**src/sv/pce_pkg.sv**
```systemverilog
package pce_pkg;

    // Widths of the configuration fields and of the result field.
    localparam int REG_BITS   = 64;
    localparam int WIDTH_BITS = 7;
    localparam int INDEX_BITS = 3;

    // Narrowest CRC the engine supports.
    localparam logic [WIDTH_BITS-1:0] MIN_CRC_WIDTH = 7'd8;

    // Configuration register indexes.
    localparam logic [INDEX_BITS-1:0] CFG_CRC_WIDTH      = 3'd0;
    localparam logic [INDEX_BITS-1:0] CFG_POLYNOMIAL     = 3'd1;
    localparam logic [INDEX_BITS-1:0] CFG_INITIAL_VALUE  = 3'd2;
    localparam logic [INDEX_BITS-1:0] CFG_FINAL_XOR      = 3'd3;
    localparam logic [INDEX_BITS-1:0] CFG_REFLECT_INPUT  = 3'd4;
    localparam logic [INDEX_BITS-1:0] CFG_REFLECT_OUTPUT = 3'd5;

    // Reset values of the configuration registers (CRC-32).
    localparam logic [WIDTH_BITS-1:0] RST_CRC_WIDTH     = 7'd32;
    localparam logic [REG_BITS-1:0]   RST_POLYNOMIAL    = 64'h0000_0000_04C1_1DB7;
    localparam logic [REG_BITS-1:0]   RST_INITIAL_VALUE = 64'h0000_0000_FFFF_FFFF;
    localparam logic [REG_BITS-1:0]   RST_FINAL_XOR     = 64'h0000_0000_FFFF_FFFF;
    localparam logic                  RST_REFLECT_IN    = 1'b1;
    localparam logic                  RST_REFLECT_OUT   = 1'b1;

    // Configuration as seen by the datapath, already masked and prepared.
    typedef struct packed {
        logic [WIDTH_BITS-1:0] rev_shift;  // MAX_WIDTH minus the effective width
        logic                  refin;      // process bytes LSB first
        logic                  rev_out;    // reverse the remainder at the end
        logic [REG_BITS-1:0]   mask;       // ones over the effective width
        logic [REG_BITS-1:0]   top;        // single bit at width minus one
        logic [REG_BITS-1:0]   poly;       // normal polynomial, masked
        logic [REG_BITS-1:0]   rpoly;      // reflected polynomial over the width
        logic [REG_BITS-1:0]   init;       // start remainder, masked
        logic [REG_BITS-1:0]   fxor;       // final XOR, masked
    } pce_cfg_t;

endpackage

```
**src/sv/pce_cfg.sv**
```systemverilog
module pce_cfg #(
    parameter int MAX_WIDTH = 64
) (
    input  logic                          aclk,
    input  logic                          aresetn,
    input  logic                          cfg_valid,
    output logic                          cfg_ready,
    input  logic [pce_pkg::INDEX_BITS-1:0] cfg_index,
    input  logic [pce_pkg::REG_BITS-1:0]  cfg_wdata,
    output pce_pkg::pce_cfg_t             cfg_out
);
    import pce_pkg::*;

    logic [WIDTH_BITS-1:0] width_reg, width_next;
    logic [REG_BITS-1:0]   poly_reg, poly_next;
    logic [REG_BITS-1:0]   init_reg, init_next;
    logic [REG_BITS-1:0]   fxor_reg, fxor_next;
    logic                  refin_reg, refin_next;
    logic                  refout_reg, refout_next;
    pce_cfg_t              prep_reg, prep_next;

    logic [WIDTH_BITS-1:0] eff_width;
    logic [WIDTH_BITS-1:0] shift;
    logic [MAX_WIDTH-1:0]  mask;
    logic [MAX_WIDTH-1:0]  poly_rev;

    // The write channel never stalls.
    assign cfg_ready = 1'b1;

    // Register file update, with the synchronous reset folded in.
    always_comb begin
        width_next  = width_reg;
        poly_next   = poly_reg;
        init_next   = init_reg;
        fxor_next   = fxor_reg;
        refin_next  = refin_reg;
        refout_next = refout_reg;
        if (!aresetn) begin
            width_next  = RST_CRC_WIDTH;
            poly_next   = RST_POLYNOMIAL;
            init_next   = RST_INITIAL_VALUE;
            fxor_next   = RST_FINAL_XOR;
            refin_next  = RST_REFLECT_IN;
            refout_next = RST_REFLECT_OUT;
        end else if (cfg_valid) begin
            case (cfg_index)
                CFG_CRC_WIDTH:      width_next  = cfg_wdata[WIDTH_BITS-1:0];
                CFG_POLYNOMIAL:     poly_next   = cfg_wdata;
                CFG_INITIAL_VALUE:  init_next   = cfg_wdata;
                CFG_FINAL_XOR:      fxor_next   = cfg_wdata;
                CFG_REFLECT_INPUT:  refin_next  = cfg_wdata[0];
                CFG_REFLECT_OUTPUT: refout_next = cfg_wdata[0];
                default: ;
            endcase
        end
    end

    // Clamp the width into the supported range.
    always_comb begin
        if (width_next < MIN_CRC_WIDTH) begin
            eff_width = MIN_CRC_WIDTH;
        end else if (width_next > WIDTH_BITS'(MAX_WIDTH)) begin
            eff_width = WIDTH_BITS'(MAX_WIDTH);
        end else begin
            eff_width = width_next;
        end
        shift = WIDTH_BITS'(MAX_WIDTH) - eff_width;
    end

    // Reverse the polynomial over the full width; the shift aligns it to the CRC width.
    always_comb begin
        for (int i = 0; i < MAX_WIDTH; i++) begin
            poly_rev[i] = poly_next[MAX_WIDTH-1-i];
        end
    end

    assign mask = {MAX_WIDTH{1'b1}} >> shift;

    // Prepared values follow the registers so they are ready with them.
    always_comb begin
        prep_next.rev_shift = shift;
        prep_next.refin     = refin_next;
        prep_next.rev_out   = refin_next ^ refout_next;
        prep_next.mask      = REG_BITS'(mask);
        prep_next.top       = REG_BITS'(MAX_WIDTH'(1) << (eff_width - 7'd1));
        prep_next.poly      = REG_BITS'(poly_next[MAX_WIDTH-1:0] & mask);
        prep_next.rpoly     = REG_BITS'(poly_rev >> shift);
        prep_next.init      = REG_BITS'(init_next[MAX_WIDTH-1:0] & mask);
        prep_next.fxor      = REG_BITS'(fxor_next[MAX_WIDTH-1:0] & mask);
    end

    always_ff @(posedge aclk) begin
        width_reg  <= width_next;
        poly_reg   <= poly_next;
        init_reg   <= init_next;
        fxor_reg   <= fxor_next;
        refin_reg  <= refin_next;
        refout_reg <= refout_next;
        prep_reg   <= prep_next;
    end

    assign cfg_out = prep_reg;

endmodule

```
**config.mk**
```make
export PLATFORM = sky130hd
export DESIGN_NAME = pce_cfg
export DESIGN_NICKNAME = d
export VERILOG_FILES = /design/src/sv/pce_pkg.sv /design/src/sv/pce_cfg.sv
export SDC_FILE = /design/constraint.sdc
export NUM_CORES = 1
export LEC_CHECK = 0
export BUFFER_PORTS_ARGS = -buffer_cell sky130_fd_sc_hd__buf_2
export CAP_MARGIN = 30
export CORE_ASPECT_RATIO = 0.6
export CORE_MARGIN = 8
export CORE_UTILIZATION = 35
export DETAILED_ROUTE_END_ITERATION = 16
export PLACE_DENSITY = 0.67
export REMOVE_ABC_BUFFERS = 1
export SLEW_MARGIN = 20
export SYNTH_ARGS = -nofsm -noshare
export SYNTH_HDL_FRONTEND = slang
export SYNTH_SLANG_ARGS = --single-unit
```
**constraint.sdc**
```tcl
create_clock -name aclk -period 9.1 [get_ports aclk]
set_input_delay 1.82 -clock aclk [delete_from_list [all_inputs] [get_ports aclk]]
set_output_delay 1.82 -clock aclk [all_outputs]
set_load 0.01 [all_outputs]
```
==> impl_metrics.env <==
export IMPL_outcome="finished, final reports clean"
export IMPL_synthesis_area_sq_um=22030
export IMPL_min_delay_path_class="flop to flop"
export IMPL_critical_path_top_cell_by_count="inv_1"
export IMPL_port_buffer_count=462
export IMPL_core_region_area_sq_um=62450
export IMPL_postSynth_asyncResetShare=0
export IMPL_clockRootBuffer="clkbuf_16"
export IMPL_timing_critical_path_buf_inv=6
export IMPL_synth_lib_cells_used_distinct=78
export IMPL_dp_final_hpwl_um=64880
export IMPL_areal_power_density_over_the_cells_nw_per_um2=222.3
export IMPL_cts_buffers=56
export IMPL_seq_area_sq_um=11870
export IMPL_p_int_mw=4.428
export IMPL_cell_depth_of_the_worst_setup_path=16
export IMPL_first_iter_violations=2021
export IMPL_skew_ps=33.88
export IMPL_synth_enable_flop_cells=0
export IMPL_syn_inst=2425
export IMPL_cts_htree_levels=2
export IMPL_total_area_of_multi_input_combinational_cells_sq_um=9264
export IMPL_setup_violations=0
export IMPL_pleak_nw=12.55
export IMPL_non_filler_instances=3705
export IMPL_timing_max_transition_violations_final=0
export IMPL_ctsLongestPathBuffers=3
export IMPL_totalPowerFinal_mw=6.033
export IMPL_finalNetCount=2895
export IMPL_fillerInstances=6116
export IMPL_timing_final_crit_period_ps=6496
export IMPL_antenna_found_initial=11
export IMPL_syn2layout_area_growth_pct=23.18
export IMPL_p_sw_mw=1.605
export IMPL_row_count=71
export IMPL_share_seq_of_total_power=0.459
export IMPL_synth_yosys_seq_area_share=0.5388
export IMPL_timing_critical_path_required_ps=9550
export IMPL_clock_pin_slew_worst_setup_and_hold_paths_ps=70
export IMPL_timing_critical_path_slowest_stage_cell="or4b_4"
export IMPL_worstSetupStartpointType="primary input"
export IMPL_layout_worst_path_cycle_share=0.7139
export IMPL_drt_total_wl_um=89100
export IMPL_i_o_pins=464
export IMPL_die_w_um=339.9
export IMPL_floorplan_die_area_sq_um=71500
export IMPL_gp_congestion=0.9915
export IMPL_tightest_slew_ps=1028
export IMPL_timing_final_hold_violations=0
export IMPL_path_cells="buf_2 > or4b_4 > or4_1 > and2_4 > ha_2 > inv_1 > nor3_1 > a21oi_2 > buf_4 > inv_1 > nand2_1 > inv_2 > nand2_1 > inv_1 > a221oi_2 > o221ai_1"
export IMPL_viasPerCell=5.262
export IMPL_post_cts_buffers=0
export IMPL_grt_max_degree=71
export IMPL_post_cts_resize_count=0
export IMPL_grt_pass1_wl_um=129500
export IMPL_drt_pass1_iter_count=6
export IMPL_num_vias=19500
export IMPL_synth_main_ff_cell="dfxtp_1"
export IMPL_number_of_flip_flops_in_the_largest_register=393
export IMPL_avgRoutedWirePerCell_um=24.05
export IMPL_clk_insertion_delay_late_ps=630
export IMPL_synth_seq_cells=593
export IMPL_final_common_cell="dfxtp_1"
export IMPL_dpl_cell_count=3597
export IMPL_p_sw_frac=0.2660
export IMPL_final_layout_size_suffix_gt1_frac=0.2386
export IMPL_synth_warnings=0
export IMPL_floorplan_initialDensity=0.3528
export IMPL_max_freq_mhz=153.9
export IMPL_overall_track_demand_over_capacity_in_global_routing=0.2364
export IMPL_cap_violations=0
export IMPL_worst_ep_arrival_time_ps=6940
export IMPL_drc=0
export IMPL_fraction_of_power_consumed_by_combinational_cells=0.116
export IMPL_critical_path_class="primary input to flop"
export IMPL_most_common_layout_cells="dfxtp_1, nand2_1, buf_2"
export IMPL_timing_slew_headroom=0.3149
export IMPL_die_height_um=210.4
export IMPL_cts_hold_fix_buffers=0
export IMPL_cts_tree="yes"
export IMPL_crit_path_end_kind="flop"
export IMPL_critical_path_top_delay_family="simple AND/OR/NAND/NOR gates"
export IMPL_p_clk_frac=0.426
export IMPL_slowest_cell_delay_on_critical_path_ps=690
export IMPL_rsz0062_at_grt="false"
export IMPL_worst_r2r_cell_count=15
export IMPL_cts_num_sinks=593
export IMPL_detail_route_antenna_nets=0
export IMPL_timing_critical_path_fanout_max=28
export IMPL_grt_overflow_total=0
export IMPL_post_synth_cell_area_avg_sq_um=9.086
export IMPL_peakVddDrop_mv=0.1386
export IMPL_worst_hold_depth=2
export IMPL_grt_pass1_vias=18650
==> cells by family after synthesis <==
kind of cell / share of synthesized area
and+or+nand+nor: 0.2181
DFF: 0.5388
AOI/OAI and AO/OA: 0.1158
buffers and inverters: 0.04446
muxes: 0.07910
adders and majority gates: 0.002839
xor gates and xnor gates: 0.0007951
other: 0.0001702
==> per-layer routing <==
metal | vias to the layer above | global-route usage | wire length (um)
met5 | - | 0.006044 | 106
met4 | 12 | 0.04695 | 1676
met3 | 136 | 0.1042 | 10830
met2 | 931 | 0.3411 | 36860
met1 | 9391 | 0.3257 | 39630
li1 | 9025 | - | -
==> through the flow <==
step	setup WS [ps]	TNS, ps	hold slack [ps]	cell area (sq um)	util
detailed placement	2129	0	445.2	25080	0.4016
global route	2406	0	467.9	27130	0.4344
CTS	2781	0	455.5	27090	0.4337
global placement	2219	0	440.5	25030	0.4008
finish	2604	0	454.4	27140	0.4346
floorplan	-646.8	-20200	427.9	21310	-
==> worst reg2reg max path, stage by stage (launching register included) <==
cell and delay [ps]:
dfxtp_1 350, or3_1 490, nand4_1 150, and2_4 390
ha_2 510, inv_1 280, nor3_1 340, a21oi_2 50
buf_4 270, inv_1 110, nand2_1 80, inv_2 460
nand2_1 500, inv_1 850, a21oi_1 160, o211ai_1 140
==> cells in the mapped netlist (all sizes together), types with 6 or more instances <==
cell type  number  area [sq um]
nand2b         12         75.07
o221ai         11         96.34
inv            67         251.5
o22ai           8         50.05
nor3           26         130.1
nand3          97         485.5
dfxtp         593         11870
and2          119         744.5
nor2b          35         219.0
o211ai         29         217.7
a22oi          10         75.07
buf            68         349.1
a221oi         11         108.9
a211oi         11         82.58
a31oi          37         231.5
nand4           9         62.56
a32oi           7         61.31
mux4           21         473.0
mux2           23         259.0
mux2i         101          1011
nor2          176         660.6
a21oi         140         708.2
clkbuf         99         371.6
a221o           6         60.06
nand2         472          1772
nor4           12         81.33
o21ai          77         385.4
and3           63         394.1
==> power by group through the flow <==
stage	clock network [mW]	registers (mW)	logic, mW
after global routing	2.73	2.78	0.746
final	2.57	2.77	0.697
after CTS	2.62	2.77	0.687
after global placement	0	2.83	0.681
after floorplan	0	2.86	0.285
after detailed placement	0	2.82	0.685
==> worst paths after layout <==
kind                        start                      end  slack [ps]
max reg2reg  width_reg[4]$_DFF_P_  cfg_out[132]$_SDFF_PN0_        3890
min          init_reg[54]$_DFF_P_     init_reg[54]$_DFF_P_         450
min reg2reg  init_reg[54]$_DFF_P_     init_reg[54]$_DFF_P_         450
max                  cfg_index[1]  cfg_out[130]$_SDFF_PN0_        2600
==> area by class of cell <==
| type | instances | share of cell area |
|---|---|---|
| Sequential cell | 593 | 0.4374 |
| Multi-Input combinational cell | 1596 | 0.3413 |
| Timing Repair Buffer | 504 | 0.09879 |
| Clock buffer | 69 | 0.05790 |
| Tap cell | 839 | 0.03868 |
| Clock inverter | 31 | 0.01590 |
| Inverter | 69 | 0.009635 |
| Antenna cell | 4 | 0.0003688 |
Power figures use the tool's default switching activity.
